$ cat src/tpt_pkg.sv
// shared types and constants for the tween playback timer
package tpt_pkg;

  localparam int DUR_W         = 32;
  localparam int ELAPSED_W     = 33;
  localparam int DELTA_W       = 16;
  localparam int OP_W          = 3;
  localparam int MODE_W        = 3;
  localparam int RSTATE_W      = 2;
  localparam int CFG_IDX_W     = 2;
  localparam int CNT_W         = $clog2(ELAPSED_W + 1);
  localparam int FRAC_BITS_DEF = 16;

  localparam logic [DUR_W-1:0] DUR_RESET = DUR_W'(1000);

  typedef enum logic [OP_W-1:0] {
    OP_TICK   = 3'd0,
    OP_START  = 3'd1,
    OP_STOP   = 3'd2,
    OP_PAUSE  = 3'd3,
    OP_RESUME = 3'd4,
    OP_TOGGLE = 3'd5
  } op_t;

  typedef enum logic [RSTATE_W-1:0] {
    RS_STOPPED = 2'd0,
    RS_RUNNING = 2'd1,
    RS_PAUSED  = 2'd2
  } run_t;

  localparam logic [MODE_W-1:0] MODE_NORMAL   = 3'd0;
  localparam logic [MODE_W-1:0] MODE_LOOP     = 3'd1;
  localparam logic [MODE_W-1:0] MODE_REV      = 3'd2;
  localparam logic [MODE_W-1:0] MODE_REV_LOOP = 3'd3;
  localparam logic [MODE_W-1:0] MODE_ALT      = 3'd4;
  localparam logic [MODE_W-1:0] MODE_ALT_LOOP = 3'd5;

  localparam logic [CFG_IDX_W-1:0] REG_DURATION = 2'd0;
  localparam logic [CFG_IDX_W-1:0] REG_IVL_EN   = 2'd1;
  localparam logic [CFG_IDX_W-1:0] REG_IVL_MS   = 2'd2;

  typedef enum logic [3:0] {
    ST_IDLE,
    ST_APPLY,
    ST_CHECK,
    ST_MOD_INIT,
    ST_MOD,
    ST_MOD_WB,
    ST_PROG_INIT,
    ST_PROG,
    ST_MAP,
    ST_OUT
  } fsm_t;

  typedef struct packed {
    logic load;
    logic apply;
    logic check;
    logic mod_init;
    logic div_step;
    logic mod_wb;
    logic prog_init;
    logic map;
    logic out_load;
  } cmd_t;

  typedef struct packed {
    logic need_mod;
    logic prog_full;
    logic div_last;
    logic out_free;
  } status_t;

endpackage

$ cat src/tween_playback_timer_core.sv
// top level of the tween playback timer: controller plus datapath
//
//  channel | direction | handshake             | payload
//  --------+-----------+-----------------------+------------------------------------------
//  in      | input     | in_valid / in_stall   | in_op, in_delta_ms, in_play_mode
//  out     | output    | out_valid / out_stall | out_progress_q16, out_run_state,
//          |           |                       | out_values_updated, out_finished_event
//  cfg     | input     | cfg_we                | cfg_index, cfg_wdata
//
// one transaction at a time: the block takes no new transaction until it is done with the last,
// a looping pass that wraps adds a serial 33-step modulo in the shared divider,
// and the progress fraction, when not full, is divided out in that same divider.
// synchronous active-low reset gives duration 1000, no interval gating, stopped state.
// a stalled result is held in the output register while the next transaction is taken;
// the block then waits before writing its own result until that register frees up.
module tween_playback_timer_core #(
  parameter int FRAC_BITS = tpt_pkg::FRAC_BITS_DEF
) (
  input  logic                          clk,
  input  logic                          rst_n,
  input  logic                          cfg_we,
  input  logic [tpt_pkg::CFG_IDX_W-1:0] cfg_index,
  input  logic [tpt_pkg::DUR_W-1:0]     cfg_wdata,
  input  logic                          in_valid,
  output logic                          in_stall,
  input  logic [tpt_pkg::OP_W-1:0]      in_op,
  input  logic [tpt_pkg::DELTA_W-1:0]   in_delta_ms,
  input  logic [tpt_pkg::MODE_W-1:0]    in_play_mode,
  output logic                          out_valid,
  input  logic                          out_stall,
  output logic [FRAC_BITS:0]            out_progress_q16,
  output logic [tpt_pkg::RSTATE_W-1:0]  out_run_state,
  output logic                          out_values_updated,
  output logic                          out_finished_event
);
  import tpt_pkg::*;

  cmd_t    cmd;
  status_t sts;

  tpt_ctrl u_ctrl (
    .clk      (clk),
    .rst_n    (rst_n),
    .in_valid (in_valid),
    .in_stall (in_stall),
    .sts      (sts),
    .cmd      (cmd)
  );

  tpt_datapath #(
    .FRAC_BITS (FRAC_BITS)
  ) u_datapath (
    .clk                (clk),
    .rst_n              (rst_n),
    .cmd                (cmd),
    .sts                (sts),
    .cfg_we             (cfg_we),
    .cfg_index          (cfg_index),
    .cfg_wdata          (cfg_wdata),
    .in_op              (in_op),
    .in_delta_ms        (in_delta_ms),
    .in_play_mode       (in_play_mode),
    .out_valid          (out_valid),
    .out_stall          (out_stall),
    .out_progress_q16   (out_progress_q16),
    .out_run_state      (out_run_state),
    .out_values_updated (out_values_updated),
    .out_finished_event (out_finished_event)
  );

endmodule

$ cat src/tpt_ctrl.sv
// controller state machine sequencing one transaction through the datapath
module tpt_ctrl (
  input  logic              clk,
  input  logic              rst_n,
  input  logic              in_valid,
  output logic              in_stall,
  input  tpt_pkg::status_t  sts,
  output tpt_pkg::cmd_t     cmd
);
  import tpt_pkg::*;

  fsm_t state_r, state_nxt;

  always_ff @(posedge clk) begin
    if (!rst_n) begin
      state_r <= ST_IDLE;
    end else begin
      state_r <= state_nxt;
    end
  end

  always_comb begin
    state_nxt = state_r;
    case (state_r)
      ST_IDLE:      if (in_valid) state_nxt = ST_APPLY;
      ST_APPLY:     state_nxt = ST_CHECK;
      ST_CHECK:     state_nxt = ST_MOD_INIT;
      ST_MOD_INIT:  state_nxt = sts.need_mod ? ST_MOD : ST_PROG_INIT;
      ST_MOD:       if (sts.div_last) state_nxt = ST_MOD_WB;
      ST_MOD_WB:    state_nxt = ST_PROG_INIT;
      ST_PROG_INIT: state_nxt = sts.prog_full ? ST_MAP : ST_PROG;
      ST_PROG:      if (sts.div_last) state_nxt = ST_MAP;
      ST_MAP:       state_nxt = ST_OUT;
      ST_OUT:       if (sts.out_free) state_nxt = ST_IDLE;
      default:      state_nxt = ST_IDLE;
    endcase
  end

  always_comb begin
    cmd      = '0;
    in_stall = 1'b1;
    case (state_r)
      ST_IDLE: begin
        in_stall = 1'b0;
        cmd.load = in_valid;
      end
      ST_APPLY:     cmd.apply = 1'b1;
      ST_CHECK:     cmd.check = 1'b1;
      ST_MOD_INIT:  cmd.mod_init = 1'b1;
      ST_MOD:       cmd.div_step = 1'b1;
      ST_MOD_WB:    cmd.mod_wb = 1'b1;
      ST_PROG_INIT: cmd.prog_init = 1'b1;
      ST_PROG:      cmd.div_step = 1'b1;
      ST_MAP:       cmd.map = 1'b1;
      ST_OUT:       cmd.out_load = sts.out_free;
      default:      cmd = '0;
    endcase
  end

endmodule

$ cat src/tpt_datapath.sv
// timer state, config registers, serial divider, progress mapping and output register
module tpt_datapath #(
  parameter int FRAC_BITS = tpt_pkg::FRAC_BITS_DEF
) (
  input  logic                          clk,
  input  logic                          rst_n,
  input  tpt_pkg::cmd_t                 cmd,
  output tpt_pkg::status_t              sts,
  input  logic                          cfg_we,
  input  logic [tpt_pkg::CFG_IDX_W-1:0] cfg_index,
  input  logic [tpt_pkg::DUR_W-1:0]     cfg_wdata,
  input  logic [tpt_pkg::OP_W-1:0]      in_op,
  input  logic [tpt_pkg::DELTA_W-1:0]   in_delta_ms,
  input  logic [tpt_pkg::MODE_W-1:0]    in_play_mode,
  output logic                          out_valid,
  input  logic                          out_stall,
  output logic [FRAC_BITS:0]            out_progress_q16,
  output logic [tpt_pkg::RSTATE_W-1:0]  out_run_state,
  output logic                          out_values_updated,
  output logic                          out_finished_event
);
  import tpt_pkg::*;

  localparam int PW = FRAC_BITS + 1;
  localparam logic [PW-1:0] ONE  = PW'(1) << FRAC_BITS;
  localparam logic [PW-1:0] HALF = ONE >> 1;

  // configuration
  logic [DUR_W-1:0]     dur_r, dur_nxt;
  logic                 ien_r, ien_nxt;
  logic [DUR_W-1:0]     ivl_r, ivl_nxt;
  // timer state
  run_t                 pstate_r, pstate_nxt;
  logic [MODE_W-1:0]    mode_r, mode_nxt;
  logic [ELAPSED_W-1:0] elapsed_r, elapsed_nxt;
  logic [ELAPSED_W-1:0] icount_r, icount_nxt;
  // transaction being worked on
  logic [OP_W-1:0]      op_r, op_nxt;
  logic [DELTA_W-1:0]   delta_r, delta_nxt;
  logic [MODE_W-1:0]    pmode_r, pmode_nxt;
  logic                 adv_r, adv_nxt;
  logic                 upd_r, upd_nxt;
  logic                 fin_r, fin_nxt;
  logic                 stop_r, stop_nxt;
  logic                 need_mod_r, need_mod_nxt;
  logic                 full_r, full_nxt;
  logic [PW-1:0]        prog_r, prog_nxt;
  // serial divider
  logic [DUR_W-1:0]     rem_r, rem_nxt;
  logic [ELAPSED_W-1:0] dvd_r, dvd_nxt;
  logic [FRAC_BITS-1:0] q_r, q_nxt;
  logic [CNT_W-1:0]     cnt_r, cnt_nxt;
  // result register
  logic                 ovalid_r, ovalid_nxt;
  logic [PW-1:0]        oprog_r;
  logic [RSTATE_W-1:0]  ostate_r;
  logic                 oupd_r;
  logic                 ofin_r;

  logic [ELAPSED_W:0]   elap_sum, ic_sum;
  logic [ELAPSED_W-1:0] elap_add, ic_add;
  logic [ELAPSED_W-1:0] dur_ext;
  logic [DUR_W:0]       trial;
  logic                 trial_ge;
  logic [DUR_W:0]       trial_sub;
  logic                 looping;
  logic                 ic_hit;
  logic                 do_upd;
  logic [PW-1:0]        p_raw;
  logic [PW-1:0]        p_map;
  logic                 out_free;

  assign dur_ext  = {1'b0, dur_r};
  assign elap_sum = {1'b0, elapsed_r} + (ELAPSED_W + 1)'(delta_r);
  assign ic_sum   = {1'b0, icount_r} + (ELAPSED_W + 1)'(delta_r);
  assign elap_add = elap_sum[ELAPSED_W] ? '1 : elap_sum[ELAPSED_W-1:0];
  assign ic_add   = ic_sum[ELAPSED_W] ? '1 : ic_sum[ELAPSED_W-1:0];

  // restoring divider step: remainder stays below the duration
  assign trial     = {rem_r, dvd_r[ELAPSED_W-1]};
  assign trial_ge  = trial >= {1'b0, dur_r};
  assign trial_sub = trial - {1'b0, dur_r};

  assign looping = (mode_r == MODE_LOOP) || (mode_r == MODE_REV_LOOP) ||
                   (mode_r == MODE_ALT_LOOP);
  assign ic_hit  = ien_r && (icount_r >= {1'b0, ivl_r});
  assign do_upd  = !ien_r || ic_hit || (icount_r == '0);

  assign p_raw = full_r ? ONE : {1'b0, q_r};

  always_comb begin
    case (mode_r)
      MODE_REV, MODE_REV_LOOP: p_map = ONE - p_raw;
      MODE_ALT, MODE_ALT_LOOP: p_map = (p_raw <= HALF) ? (p_raw << 1) : ((ONE - p_raw) << 1);
      default:                 p_map = p_raw;
    endcase
  end

  assign out_free = !ovalid_r || !out_stall;

  always_comb begin
    dur_nxt      = dur_r;
    ien_nxt      = ien_r;
    ivl_nxt      = ivl_r;
    pstate_nxt   = pstate_r;
    mode_nxt     = mode_r;
    elapsed_nxt  = elapsed_r;
    icount_nxt   = icount_r;
    op_nxt       = op_r;
    delta_nxt    = delta_r;
    pmode_nxt    = pmode_r;
    adv_nxt      = adv_r;
    upd_nxt      = upd_r;
    fin_nxt      = fin_r;
    stop_nxt     = stop_r;
    need_mod_nxt = need_mod_r;
    full_nxt     = full_r;
    prog_nxt     = prog_r;
    rem_nxt      = rem_r;
    dvd_nxt      = dvd_r;
    q_nxt        = q_r;
    cnt_nxt      = cnt_r;

    if (cfg_we) begin
      case (cfg_index)
        REG_DURATION: dur_nxt = cfg_wdata;
        REG_IVL_EN:   ien_nxt = cfg_wdata[0];
        REG_IVL_MS:   ivl_nxt = cfg_wdata;
        default:      ;
      endcase
    end

    if (cmd.load) begin
      op_nxt    = in_op;
      delta_nxt = in_delta_ms;
      pmode_nxt = in_play_mode;
    end

    if (cmd.apply) begin
      adv_nxt      = 1'b0;
      upd_nxt      = 1'b0;
      fin_nxt      = 1'b0;
      stop_nxt     = 1'b0;
      need_mod_nxt = 1'b0;
      case (op_t'(op_r))
        OP_TICK: begin
          if (pstate_r == RS_RUNNING) begin
            adv_nxt     = 1'b1;
            elapsed_nxt = elap_add;
            if (ien_r) icount_nxt = ic_add;
          end
        end
        OP_START: begin
          if (pstate_r == RS_STOPPED) begin
            mode_nxt    = pmode_r;
            pstate_nxt  = RS_RUNNING;
            elapsed_nxt = '0;
            icount_nxt  = '0;
            adv_nxt     = 1'b1;
          end else if (pstate_r == RS_PAUSED) begin
            mode_nxt   = pmode_r;
            pstate_nxt = RS_RUNNING;
          end
        end
        OP_STOP: begin
          if (pstate_r != RS_STOPPED) begin
            pstate_nxt  = RS_STOPPED;
            elapsed_nxt = '0;
            icount_nxt  = '0;
            fin_nxt     = 1'b1;
          end
        end
        OP_PAUSE:  if (pstate_r == RS_RUNNING) pstate_nxt = RS_PAUSED;
        OP_RESUME: if (pstate_r == RS_PAUSED) pstate_nxt = RS_RUNNING;
        OP_TOGGLE: begin
          if (pstate_r == RS_PAUSED) pstate_nxt = RS_RUNNING;
          else if (pstate_r == RS_RUNNING) pstate_nxt = RS_PAUSED;
        end
        default: ;
      endcase
    end

    if (cmd.check && adv_r) begin
      if (ic_hit) icount_nxt = '0;
      upd_nxt = do_upd;
      if (do_upd && (elapsed_r > dur_ext)) begin
        if (looping) begin
          if (dur_r == '0) elapsed_nxt = '0;
          else need_mod_nxt = 1'b1;
        end else begin
          elapsed_nxt = dur_ext;
          stop_nxt    = 1'b1;
        end
      end
    end

    if (cmd.mod_init) begin
      rem_nxt = '0;
      dvd_nxt = elapsed_r;
      cnt_nxt = CNT_W'(ELAPSED_W);
    end

    if (cmd.div_step) begin
      rem_nxt = trial_ge ? trial_sub[DUR_W-1:0] : trial[DUR_W-1:0];
      dvd_nxt = dvd_r << 1;
      q_nxt   = {q_r[FRAC_BITS-2:0], trial_ge};
      cnt_nxt = cnt_r - CNT_W'(1);
    end

    if (cmd.mod_wb) elapsed_nxt = {1'b0, rem_r};

    if (cmd.prog_init) begin
      full_nxt = sts.prog_full;
      rem_nxt  = elapsed_r[DUR_W-1:0];
      dvd_nxt  = '0;
      cnt_nxt  = CNT_W'(FRAC_BITS);
    end

    if (cmd.map) begin
      prog_nxt = p_map;
      // non-looping pass ran out: progress is taken before the stop
      if (upd_r && stop_r) begin
        pstate_nxt  = RS_STOPPED;
        elapsed_nxt = '0;
        icount_nxt  = '0;
        fin_nxt     = 1'b1;
      end
    end
  end

  always_comb begin
    ovalid_nxt = ovalid_r;
    if (cmd.out_load) ovalid_nxt = 1'b1;
    else if (ovalid_r && !out_stall) ovalid_nxt = 1'b0;
  end

  always_ff @(posedge clk) begin
    if (!rst_n) begin
      dur_r      <= DUR_RESET;
      ien_r      <= 1'b0;
      ivl_r      <= '0;
      pstate_r   <= RS_STOPPED;
      mode_r     <= MODE_NORMAL;
      elapsed_r  <= '0;
      icount_r   <= '0;
      ovalid_r   <= 1'b0;
    end else begin
      dur_r      <= dur_nxt;
      ien_r      <= ien_nxt;
      ivl_r      <= ivl_nxt;
      pstate_r   <= pstate_nxt;
      mode_r     <= mode_nxt;
      elapsed_r  <= elapsed_nxt;
      icount_r   <= icount_nxt;
      ovalid_r   <= ovalid_nxt;
    end
  end

  always_ff @(posedge clk) begin
    op_r       <= op_nxt;
    delta_r    <= delta_nxt;
    pmode_r    <= pmode_nxt;
    adv_r      <= adv_nxt;
    upd_r      <= upd_nxt;
    fin_r      <= fin_nxt;
    stop_r     <= stop_nxt;
    need_mod_r <= need_mod_nxt;
    full_r     <= full_nxt;
    prog_r     <= prog_nxt;
    rem_r      <= rem_nxt;
    dvd_r      <= dvd_nxt;
    q_r        <= q_nxt;
    cnt_r      <= cnt_nxt;
    if (cmd.out_load) begin
      oprog_r  <= prog_r;
      ostate_r <= pstate_r;
      oupd_r   <= upd_r;
      ofin_r   <= fin_r;
    end
  end

  assign sts.need_mod  = need_mod_r;
  assign sts.prog_full = (dur_r == '0) || (elapsed_r >= dur_ext);
  assign sts.div_last  = (cnt_r == CNT_W'(1));
  assign sts.out_free  = out_free;

  assign out_valid          = ovalid_r;
  assign out_progress_q16   = oprog_r;
  assign out_run_state      = ostate_r;
  assign out_values_updated = oupd_r;
  assign out_finished_event = ofin_r;

endmodule

$ cat config.mk
export PLATFORM = sky130hd
export DESIGN_NAME = tween_playback_timer_core
export DESIGN_NICKNAME = d
export VERILOG_FILES = /design/src/tpt_pkg.sv /design/src/tween_playback_timer_core.sv /design/src/tpt_ctrl.sv /design/src/tpt_datapath.sv
export SDC_FILE = /design/constraint.sdc
export NUM_CORES = 1
export LEC_CHECK = 0
export ABC_CLOCK_PERIOD_IN_PS = 3400
export BUFFER_PORTS_ARGS = -buffer_cell sky130_fd_sc_hd__buf_2
export CORE_MARGIN = 4
export CORE_UTILIZATION = 40
export DETAILED_ROUTE_END_ITERATION = 7
export PLACE_DENSITY = 0.63
export SYNTH_ARGS = -nofsm -noshare
export SYNTH_HDL_FRONTEND = slang
export SYNTH_HIERARCHICAL = 1
export SYNTH_SLANG_ARGS = --single-unit
$ cat constraint.sdc
create_clock -name clk -period 3.4 [get_ports clk]
set_clock_uncertainty 0.1 [all_clocks]
set_input_delay 0.17 -clock clk [delete_from_list [all_inputs] [get_ports clk]]
set_output_delay 0.17 -clock clk [all_outputs]
set_load 0.03 [all_outputs]
**Word level (Yosys, flattened, before mapping)**

Cells that the tools add are included.

- Equality and inequality tests: 28
- Mux-type cells: 84
- Add/subtract/negate cells: 5
- Reduce and logical (&&, ||, !) cells: 35
- $lt $le $gt $ge: 5

Operators with widths:

| cell | number |
|---|---|
| $mux W33 | 24 |
| $pmux W33 S3 | 2 |
| $mux W32 | 4 |
| $ge A33 B32 Y1 | 3 |
| $add A33 B16 Y34 | 2 |
| $pmux W4 S10 | 1 |
| $mux W17 | 2 |
| $pmux W17 S2 | 1 |
| $gt A33 B32 Y1 | 1 |
| $logic_not A33 Y1 | 1 |
| $logic_not A32 Y1 | 1 |
| $sub A32 B32 Y32 | 1 |
| $mux W1 | 30 |
| $mux W4 | 5 |
| $mux W2 | 9 |
| $le A17 B16 Y1 const B | 1 |
| $sub A17 B17 Y17 const A | 1 |
| $eq A4 B3 Y1 const B | 4 |
| $eq A3 B2 Y1 const B | 4 |
| $eq A3 B3 Y1 const B | 4 |
| $mux W6 | 2 |
| $pmux W2 S5 | 1 |
| $reduce_bool A2 Y1 | 5 |
| $eq A4 B2 Y1 const B | 2 |
| 22 further kinds | 46 |

- Input port bits: 61
- Flip-flop bits (word level): 294
- Word-level logic and storage cells: 185
- Output and inout port bits: 23

**Depth between registers and ports, before layout**

Gate-level depths: netlist (run 1).

- Depth in word-level cells: 12
- Gate-level depth with buffers: 14
- Depth with buffers taken out: 13

**Hierarchy**

Netlist (run 1), hierarchy kept.

Modules (own cells, without submodules):

| module | cells an instance | instances | area an instance (um^2) | seq. area each (um^2) |
|---|---|---|---|---|
| tpt_datapath | 2,269 | 1 | 18,795.5 | 6,916.6 |
| tpt_ctrl | 51 | 1 | 342.8 | 80.1 |

**Worst setup path before layout (run 1)**

OpenSTA, ideal clock, no wires.

- Path kind: register to register
- Start: register u_datapath.full_r
- End: register u_datapath.prog_r[7] (data pin)
- Cell stages (with the launch flop): 13
- Data required time: 3.040 ns
- Setup time: 0.260 ns
- Arrival: 2.942 ns
- Path buffers: 2
- Slack: 0.098 ns
- Period minus slack after synthesis: 3.302 ns
- Path through: edfxtp_1 buf_1 clkinv_1 clkbuf_1 nand2_1 ha_1 o211ai_1 or3_1 o21ai_0 nor2_1 o21ai_0 a21oi_1 mux2_2

- Cells in the longest elaborated chain, start to end: 4
- Elaborated cells between the ends (all ways): 5
- Those cells by class: 1 x add/sub; 1 x order compare; 3 x mux

RTL lines:

| what | line | RTL |
|---|---|---|
| start, declared | tpt_datapath.sv:46 | `logic full_r, full_nxt;` |
| start signal, assigned | tpt_datapath.sv:268 | `full_r <= full_nxt;` |
| $mux W17 (*) | tpt_datapath.sv:89 | `assign p_raw = full_r ? ONE : {1'b0, q_r};` |
| $sub A17 B17 Y17 / $le A17 B16 Y1 (equally long branches) | tpt_datapath.sv:93, tpt_datapath.sv:94 |  |
| $mux W17 | tpt_datapath.sv:94 | `MODE_ALT, MODE_ALT_LOOP: p_map = (p_raw <= HALF) ? (p_raw << 1) : ((ONE - p_raw) << 1);` |
| $pmux W17 S2 (*) | tpt_datapath.sv:92 | `case (mode_r)` |
| via u_datapath.p_map[7] | tpt_datapath.sv:70 | `logic [PW-1:0] p_map;` |
| end signal, assigned | tpt_datapath.sv:269 | `prog_r <= prog_nxt;` |
| end, declared | tpt_datapath.sv:47 | `logic [PW-1:0] prog_r, prog_nxt;` |

Mark *: on every way through the listed nets, which the timed path passes. The rest lies on a longest branch.
A chain may end at the register's enable or synchronous reset.

**Worst setup path after layout (run 1)**

- Start: register u_datapath.icount_r[23]
- End: register u_datapath.elapsed_r[29]

- Cells in the longest elaborated chain, start to end: 10
- Elaborated cells between the ends (all ways): 11
- Those cells by class: 1 x order compare; 5 x mux; 5 x reduce/logical

RTL lines:

| what | line | RTL |
|---|---|---|
| start, declared | tpt_datapath.sv:36 | `logic [ELAPSED_W-1:0] icount_r, icount_nxt;` |
| start signal, assigned | tpt_datapath.sv:254 | `icount_r <= icount_nxt;` |
| $ge A33 B32 Y1 | tpt_datapath.sv:86 | `assign ic_hit = ien_r && (icount_r >= {1'b0, ivl_r});` |
| $logic_and A1 B1 Y1 | tpt_datapath.sv:86 |  |
| $logic_or A1 B1 Y1 | tpt_datapath.sv:87 | `assign do_upd = !ien_r \|\| ic_hit \|\| (icount_r == '0);` |
| $logic_or A1 B1 Y1 (*) | tpt_datapath.sv:87 |  |
| $logic_and A1 B1 Y1 (*) | tpt_datapath.sv:186 | `if (do_upd && (elapsed_r > dur_ext)) begin` |
| $mux W33 (*) | tpt_datapath.sv:186 |  |
| $mux W33 (*) | tpt_datapath.sv:183 | `if (cmd.check && adv_r) begin` |
| $mux W33 (*) | tpt_datapath.sv:210 | `if (cmd.mod_wb) elapsed_nxt = {1'b0, rem_r};` |
| $mux W33 | tpt_datapath.sv:222 | `if (upd_r && stop_r) begin` |
| $mux W33 (*) | tpt_datapath.sv:219 | `if (cmd.map) begin` |
| end signal, assigned | tpt_datapath.sv:253 | `elapsed_r <= elapsed_nxt;` |
| end, declared | tpt_datapath.sv:35 | `logic [ELAPSED_W-1:0] elapsed_r, elapsed_nxt;` |

Every way passes the cells marked *; elsewhere a longest branch is shown, timed or not.

==> results_dict.tcl, run 1 <==
set metrics [dict create \
    dpl.hpwl_mm 47.3 \
    leakage_nw 8.80 \
    cts_buffers 37 \
    avgSynthCellArea_um2 8.25 \
    final_cells 3134 \
    die_height_um 227 \
    tightest_slew_ns 1.32 \
    drt_first_pass_iters 6 \
    synth_edf_count 111 \
    ys_types 86 \
    cap_violations 0 \
    setup_ws_ns 0.132 \
    hold_violations 0 \
    syn_inst 2320 \
    wl_per_cell_um 20.4 \
    setup_viol 0 \
    final_cell_mix "nand2_1, a21oi_1, nor2_1, dfxtp_1, o21ai_0" \
    drc 0 \
    start_kind "flop" \
    n_antenna_cell 0 \
    num_rows 79 \
    fp.coreArea_um2 47000 \
    hp-class "in2reg" \
    nets 2695 \
    yosysSeqAreaShare_pct 36.6 \
    yosys.area.top_type_share_pct 19.1 \
    initial_core_util_pct 40.8 \
    slew_violations 0 \
    crit_path_max_fanout 22 \
    cts_sinks 294 \
    final_common_cell "nand2_1" \
    critical_path_required_ns 3.72 \
    track_usage_pct 24.4 \
    synth_area_leaders "dfxtp_1, edfxtp_1, ha_1" \
    drive_above_1_share_pct 12.7 \
    die-area_um2 51400 \
    rsz0062_at_grt "true" \
    clock-root-buffer "clkbuf_16" \
    vdd_drop_max_uv 290 \
    async_flop_share_pct 0 \
    avgViaCountPerCell 5.90 \
    synth_nets 2516 \
    grt_pass1_wl_mm 100 \
    ys.warnings.count 6 \
    slew_headroom_pct 11.7 \
    synth_ff_type "dfxtp_1" \
    finalInstanceArea_um2 22800 \
    antenna_left 0 \
    worstSetupPathType "reg2reg" \
    min_period_ns 3.27 \
    grt_antenna_before_repair 0 \
    fill_cells 4508 \
    io_buffers 83 \
    setup_tns_ns 0 \
    fp.dieW_um 227 \
    worst_skew_pair.late_latency_ns 0.56 \
    syn_area_um2 19100 \
    dpl_worst_slack_ns 0.0248 \
    drt_iter0_drc 1975 \
    cts_tree "yes" \
    placed_cells 3006 \
    htreeDepth 2 \
    powerDensity_nw_per_um2 511 \
    synth.largest_area_cell "dfxtp_1" \
    arrival_ns 3.59 \
    grt_remaining_overflow 0 \
    grt_pass1_vias 17756 \
    synthToLayoutAreaGrowth_pct 19.0 \
    grt_max_degree 67 \
    outcome "finished clean" \
    wl_mm 64.1 \
    clk_pin_slew_ns 0.06 \
    cts.path.max_buffers 3 \
    cp-end-kind "flop" \
    period_share_pct 96.1 \
    fmax_ghz 0.306 \
    routabilityCongestion 0.996 \
    ys_ff_latch 294 \
    io_pins 84 \
    vias 18478 \
    placed_area_um2 20800 \
]
[per-layer routing]
metal	up-vias	global-route usage (%)	wire [um]
met5	-	0	0
met4	0	9.35	2490
met3	161	3.18	4070
met2	670	39.1	28800
met1	8795	33.7	28700
li1	8852	-	-
[timing repair]
| action | CTS | global route |
|---|---|---|
| buffers inserted | 0 | 1 |
| hold buffers | 60 | 0 |
| endpoints found under the hold margin | 89 | 0 |
| gates resized for setup | 0 | 29 |
| setup endpoints to repair | 0 | 36 |
[worst max-delay path: stages, from the launching register on]
cell       delay, ns
dfxtp_1         0.55
ha_1            0.33
and4_1          0.21
a221oi_1        0.29
buf_4           0.17
nand2_1         0.05
o2111ai_2       0.29
nand4_1         0.26
nor2b_2         0.25
buf_12          0.16
a221oi_1        0.36
nor2_1          0.09
[synthesized netlist by cell type (22+ instances only)]
cell type / number
nand2_1: 315
a21oi_1: 212
nor2_1: 195
dfxtp_1: 183
o21ai_0: 180
ha_1: 132
edfxtp_1: 111
inv_1: 111
clkbuf_1: 104
a21boi_0: 66
mux2i_1: 55
nand3_1: 54
a21o_1: 45
nor3_1: 40
xnor2_1: 38
nand4_1: 31
xor2_1: 27
a211oi_1: 26
nor4_1: 26
a31oi_1: 25
nor2b_1: 22
[per-stage QoR]
stage                     hold slack (ns)  util [%]  power (W)
after global placement              0.249      44.4    0.00751
after CTS                          0.0979      48.2     0.0116
after detailed placement            0.249      44.4    0.00756
after floorplan                     0.169         -    0.00646
final                               0.105      48.5     0.0116
after global routing                0.171      48.5     0.0122
[final timing paths]
| kind | start | endpoint | slack (ns) | depth (start not counted) |
|---|---|---|---|---|
| worst max register to register | u_datapath/icount_r[23]$_SDFF_PN0_ | u_datapath/elapsed_r[29]$_SDFF_PN0_ | 0.13 | 11 |
| worst min register to register | u_datapath/prog_r[15]$_DFFE_PP_ | u_datapath/out_progress_q16[15]$_DFFE_PP_ | 0.32 | 0 |
| worst max-delay path | u_datapath/icount_r[23]$_SDFF_PN0_ | u_datapath/elapsed_r[29]$_SDFF_PN0_ | 0.13 | 11 |
| worst min-delay path | in_valid | u_ctrl/state_r[0]$_SDFFE_PN0P_ | 0.11 | 5 |
[cells by family (layout without fill, tap and decap cells)]
| group | after synthesis | after routing | synth area share, % |
|---|---|---|---|
| fa+ha+maj | 135 | 135 | 8.94 |
| xor+xnor | 65 | 65 | 2.97 |
| flops | 294 | 294 | 36.6 |
| compound gates | 754 | 754 | 25.1 |
| buf+inv | 244 | 451 | 4.98 |
| simple gates | 772 | 772 | 18.5 |
| mux | 56 | 56 | 2.94 |
[final cells by class]
cell class | count | area [um2] | area share [%]
Tap cell | 607 | 759 | 3.34
Multi-Input combinational cell | 1782 | 11300 | 49.8
Inverter | 112 | 420 | 1.85
Sequential cell | 294 | 7000 | 30.7
Clock inverter | 9 | 106 | 0.467
Timing Repair Buffer | 272 | 2050 | 8.99
Clock buffer | 58 | 1100 | 4.82
[state kept, by name, indices dropped and copies added (netlist names), 2 cells and up]
name                         count
u_datapath/prog_r               17
u_datapath/elapsed_r            33
u_datapath/op_r                  3
u_datapath/mode_r                3
u_datapath/pmode_r               3
u_datapath/rem_r                32
u_datapath/q_r                  16
u_datapath/delta_r              16
u_datapath/ivl_r                32
u_ctrl/state_r                   4
u_datapath/dur_r                32
u_datapath/pstate_r              2
u_datapath/out_progress_q16     17
u_datapath/dvd_r                33
u_datapath/cnt_r                 6
u_datapath/icount_r             33
u_datapath/out_run_state         2
[report_power, final]
group	internal, W	leakage (nW)	switching (W)
clock network	0.00237	0.590	0.00158
logic	0.00129	5.70	0.00199
registers	0.00404	2.51	0.000346
total	0.00771	8.80	0.00392
No activity file was read; power rests on OpenSTA's default activity.
==> run 2: changes to the inputs <==
PLACE_DENSITY = unset   (was 0.63)
==> run 2 against run 1 <==
Register-to-register slack worse by 0.06 ns; worst hold slack better by 0.0013 ns; setup slack worse by 0.062 ns; sequential cell count unchanged; core utilization up 0.17 points; first-iteration DRC count down 14%; via count down 0.19%.
==> results_dict.tcl, run 2 (same netlist as run 1, synthesis figures left out) <==
set metrics [dict create \
    outcome "finished clean" \
    period_share_pct 97.9 \
    avgViaCountPerCell 5.89 \
    cap_violations 0 \
    final_core_util_pct 48.7 \
    dpl_worst_slack_ns -0.113 \
    hold_violations 0 \
    drive_above_1_share_pct 12.8 \
    n_antenna_cell 0 \
    finalInstanceArea_um2 22800 \
    drc 0 \
    clock-root-buffer "clkbuf_16" \
    reg2reg_to "u_datapath/elapsed_r[4]$_SDFF_PN0_" \
    cts_sinks 294 \
    drt_first_pass_iters 5 \
    crit_path_max_fanout 14 \
    start_kind "flop" \
    vias 18443 \
    arrival_ns 3.67 \
    top_regs "u_datapath/dvd_r: 33 flops, u_datapath/elapsed_r: 33 flops, u_datapath/icount_r: 33 flops" \
    powerDensity_nw_per_um2 516 \
    dpl.hpwl_mm 48.1 \
    grt_pass1_wl_mm 101 \
    grt_pass1_vias 17617 \
    final_cell_mix "nand2_1, a21oi_1, nor2_1, dfxtp_1, o21ai_0" \
    fp.dieW_um 227 \
    htreeDepth 2 \
    final_common_cell "nand2_1" \
    initial_core_util_pct 40.8 \
    antenna_left 0 \
    die-area_um2 51400 \
    die_height_um 227 \
    drt_iter0_drc 1708 \
    cts_tree "yes" \
    multiInputGateArea_um2 11400 \
    r2r_slack_ns 0.07 \
    cts.path.max_buffers 3 \
    grt_remaining_overflow 0 \
    nets 2691 \
    hold_depth 5 \
    track_usage_pct 24.9 \
    ff2ff_path_depth 12 \
    cp-end-kind "flop" \
    wl_mm 65.1 \
    timing.rr.start "u_datapath/dur_r[30]$_SDFFE_PN0P_" \
    tightest_slew_ns 1.25 \
    slew_headroom_pct 16.4 \
    hold_ws_ns 0.106 \
    leakage_nw 8.81 \
    cts_setup_buffers 0 \
    setup_ws_ns 0.0700 \
    min_to "u_ctrl/state_r[0]$_SDFFE_PN0P_" \
    routabilityCongestion 0.993 \
    hp-start "in_valid" \
    io_buffers 83 \
    min_period_ns 3.33 \
    fmax_ghz 0.300 \
    grt_antenna_before_repair 1 \
    worstSetupPathType "reg2reg" \
    seqCellArea_um2 7000 \
    num_rows 79 \
    io_pins 84 \
    setup_viol 0 \
    placed_area_um2 20800 \
    slew_violations 0 \
    vdd_drop_max_uv 403 \
    synthToLayoutAreaGrowth_pct 19.4 \
    wl_per_cell_um 20.8 \
    cts_buffers 38 \
    fp.coreArea_um2 47000 \
    clk_pin_slew_ns 0.06 \
    worst_skew_pair.late_latency_ns 0.56 \
    fill_cells 4504 \
    critical_path_required_ns 3.74 \
    grt_max_degree 96 \
    hp-class "in2reg" \
]
## run 2: how the worst max path moves through the flow
| stage | start | end | cells after the start |
|---|---|---|---|
| 2_1_floorplan | u_datapath/full_r$_DFFE_PP_ | u_datapath/prog_r[7]$_DFFE_PP_ | 12 |
| 3_3_place_gp | u_datapath/dur_r[27]$_SDFFE_PN0P_ | u_datapath/elapsed_r[3]$_SDFF_PN0_ | 12 |
| 3_5_place_dp | u_datapath/dur_r[27]$_SDFFE_PN0P_ | u_datapath/elapsed_r[3]$_SDFF_PN0_ | 12 |
| 4_1_cts | u_datapath/dur_r[27]$_SDFFE_PN0P_ | u_datapath/elapsed_r[0]$_SDFF_PN0_ | 12 |
| 5_1_grt | u_datapath/dur_r[1]$_SDFFE_PN0P_ | u_datapath/rem_r[31]$_DFFE_PP_ | 12 |
| 6_report | u_datapath/dur_r[30]$_SDFFE_PN0P_ | u_datapath/elapsed_r[4]$_SDFF_PN0_ | 12 |
## run 2: timing repair
item                                    in CTS  in global routing
endpoints found under the hold margin       91                  0
hold buffers                                59                  0
pin swaps                                    1                  8
resized for setup                            4                 36
endpoints found under the setup margin       7                 59
## run 2: routing by layer
| layer | global-route usage (%) | routed length, um |
|---|---|---|
| met1 | 34.0 | 29300 |
| met2 | 39.6 | 28900 |
| met3 | 4.89 | 4510 |
| met4 | 8.68 | 2430 |
| met5 | 0 | 0 |
## run 2: per-stage QoR
step / total power, W / setup TNS [ns] / instances
3_3_place_gp: 0.00751 / -0.0701 / 3003
3_5_place_dp: 0.00756 / -0.193 / 3003
4_1_cts: 0.0118 / 0 / 3131
2_1_floorplan: 0.00646 / 0 / 2320
5_1_grt: 0.0124 / -0.269 / 3131
6_report: 0.0118 / 0 / 3131
## run 2: power breakdown
| group | switching, W | internal (W) |
|---|---|---|
| clock network | 0.00164 | 0.00249 |
| registers | 0.000373 | 0.00404 |
| logic | 0.00198 | 0.00129 |
| total | 0.00399 | 0.00781 |
## run 2: cell type report
class                           count  area share, %
Multi-Input combinational cell   1782           49.8
Sequential cell                   294           30.7
Timing Repair Buffer              267           8.89
Clock buffer                       53           4.64
Tap cell                          607           3.32
Inverter                          112           1.84
Clock inverter                     16          0.827
## run 2: worst max-delay path: stages (launching register included)
cell,delay (ns)
dfxtp_2,0.38
inv_1,0.10
ha_1,0.31
nand4b_1,0.20
nor4_4,0.42
buf_4,0.21
o311a_1,0.23
a2111o_1,0.29
and4_4,0.31
nand2_2,0.09
buf_4,0.21
a221oi_1,0.29
nor2_1,0.08
==> run 3: changes to the inputs <==
CORE_UTILIZATION = 43   (was 40)
==> run 3 against run 2 <==
Count of clock-buffer cells in the layout up 3; core utilization grew 2.6 points; via count rose by 0.16%; cell count is 0.51% lower; clock power fell by 8.0%; total power fell by 3.0%.
==> results_dict.tcl, run 3 (same netlist as run 1, synthesis figures left out) <==
set metrics [dict create \
    die-area_um2 47900 \
    avgViaCountPerCell 5.93 \
    io_pins 84 \
    pwr-share-comb_pct 28.7 \
    grt_remaining_overflow 0 \
    grt_pass1_vias 17675 \
    tightest_slew_ns 1.36 \
    worstSetupPathType "reg2reg" \
    cp-end-kind "flop" \
    multiInputGateArea_um2 11300 \
    setup_tns_ns 0 \
    pwr-share-seq_pct 38.2 \
    period_share_pct 98.1 \
    fill_cells 4191 \
    clockPowerShare_pct 33.1 \
    clock-root-buffer "clkbuf_16" \
    wl_mm 64.7 \
    die_height_um 219 \
    rsz0062_at_grt "false" \
    grt_pass1_wl_mm 99.2 \
    crit_path_max_fanout 14 \
    path_cells "inv_1, ha_1, nand4_1, nor2_1, a2111oi_1, o221ai_1, a2111o_1, nand4_1, nor2b_2, buf_4, a221oi_1, nor2_1" \
    p_sw_w 0.00392 \
    hp-class "in2reg" \
    seqCellArea_um2 7000 \
    num_rows 77 \
    vdd_drop_max_uv 368 \
    grt_max_degree 82 \
    io_buffers 83 \
    slowest_stage "a2111o_1" \
    wl_per_cell_um 20.8 \
    power.share.switching_pct 34.3 \
    fmax_ghz 0.300 \
    cts.path.max_buffers 3 \
    setup_viol 0 \
    slew_headroom_pct 9.49 \
    min_period_ns 3.34 \
    top_regs "u_datapath/dvd_r: 33 flops, u_datapath/elapsed_r: 33 flops, u_datapath/icount_r: 33 flops" \
    track_usage_pct 26.3 \
    nets 2691 \
    drt_first_pass_iters 5 \
    worst_skew_pair.late_latency_ns 0.57 \
    fp.dieW_um 219 \
    initial_core_util_pct 43.4 \
    cap_violations 0 \
    routabilityCongestion 0.943 \
    outcome "finished clean" \
    p_int_w 0.00752 \
    powerDensity_nw_per_um2 506 \
    synthToLayoutAreaGrowth_pct 18.2 \
    vias 18472 \
    leakage_nw 8.73 \
    antenna_left 0 \
    cpPeakStageDelay_ns 0.44 \
    critical_path_required_ns 3.73 \
    final_core_util_pct 51.3 \
    dpl.hpwl_mm 47.6 \
    start_kind "flop" \
    drive_above_1_share_pct 12.5 \
    clk_pin_slew_ns 0.06 \
    hold_violations 0 \
    drt_iter0_drc 1967 \
    slew_violations 0 \
    fp.coreArea_um2 44100 \
    grt_antenna_before_repair 1 \
    arrival_ns 3.67 \
    final_cell_mix "nand2_1, a21oi_1, nor2_1, dfxtp_1, o21ai_0" \
    cts_tree "yes" \
    htreeDepth 2 \
    cts_sinks 294 \
    final_common_cell "nand2_1" \
    n_antenna_cell 0 \
    drc 0 \
    cts_buffers 37 \
]
==> run 3: path summary, 6_finish.rpt <==
kind / start / end / slack [ns] / depth (start not counted)
setup / recovery: u_datapath/dur_r[12]$_SDFFE_PN0P_ / u_datapath/elapsed_r[4]$_SDFF_PN0_ / 0.06 / 12
hold reg to reg: u_datapath/prog_r[1]$_DFFE_PP_ / u_datapath/out_progress_q16[1]$_DFFE_PP_ / 0.32 / 0
hold / removal: in_valid / u_ctrl/state_r[0]$_SDFFE_PN0P_ / 0.06 / 5
setup reg to reg: u_datapath/dur_r[12]$_SDFFE_PN0P_ / u_datapath/elapsed_r[4]$_SDFF_PN0_ / 0.06 / 12
==> run 3: per-layer routing <==
layer	global-route usage (%)	part of all wire, %	up-vias
met2	43.1	46	715
met3	4.53	7.1	121
li1	-	-	8842
met1	35.5	44	8792
met4	7.88	2.9	2
met5	0	0.020	-
==> run 3: layout make-up <==
type | count | area share [%]
inverters | 112 | 1.86
multi-input cells | 1782 | 50.1
clock buffers | 56 | 4.59
flip-flops and latches | 294 | 30.9
repair buffers | 268 | 8.84
well taps | 592 | 3.27
clock inverters | 11 | 0.415
==> run 3: per-stage QoR <==
stage / instance area [um2] / instances / power (W) / hold WS (ns) / setup slack, ns
6_report: 22600 / 3115 / 0.0114 / 0.0561 / 0.0633
5_1_grt: 22600 / 3115 / 0.0120 / 0.0384 / 0.00672
4_1_cts: 22500 / 3114 / 0.0114 / 0.00990 / 0.000893
3_5_place_dp: 20800 / 2989 / 0.00753 / 0.248 / -0.0512
3_3_place_gp: 20800 / 2989 / 0.00749 / 0.246 / -0.00525
2_1_floorplan: 19100 / 2320 / 0.00646 / 0.169 / 0.0984
==> run 3: power by group through the flow <==
stage / combinational, W / sequential, W / clock, W
after floorplan: 0.00218 / 0.00428 / 0
final: 0.00329 / 0.00437 / 0.00379
after CTS: 0.00319 / 0.00436 / 0.00387
after detailed placement: 0.00310 / 0.00443 / 0
after global placement: 0.00306 / 0.00443 / 0
after global routing: 0.00361 / 0.00439 / 0.00403
==> run 3: repair_timing <==
item,4_1_cts,5_1_grt
hold endpoints to repair,89,0
setup endpoints to repair,5,44
buffers inserted,0,1
gates cloned,0,0
pin swaps,0,2
hold buffers,58,0
resized for setup,4,26
==> run 3: critical path, delay by kind of cell (launching register included) <==
family	cells	cell delay, ns
AO/OA/AOI/OAI	4	1.41
AND/OR/NAND/NOR	5	0.63
flip-flops	1	0.41
buffers and inverters	2	0.33
adder cells (fa/ha/maj)	1	0.32
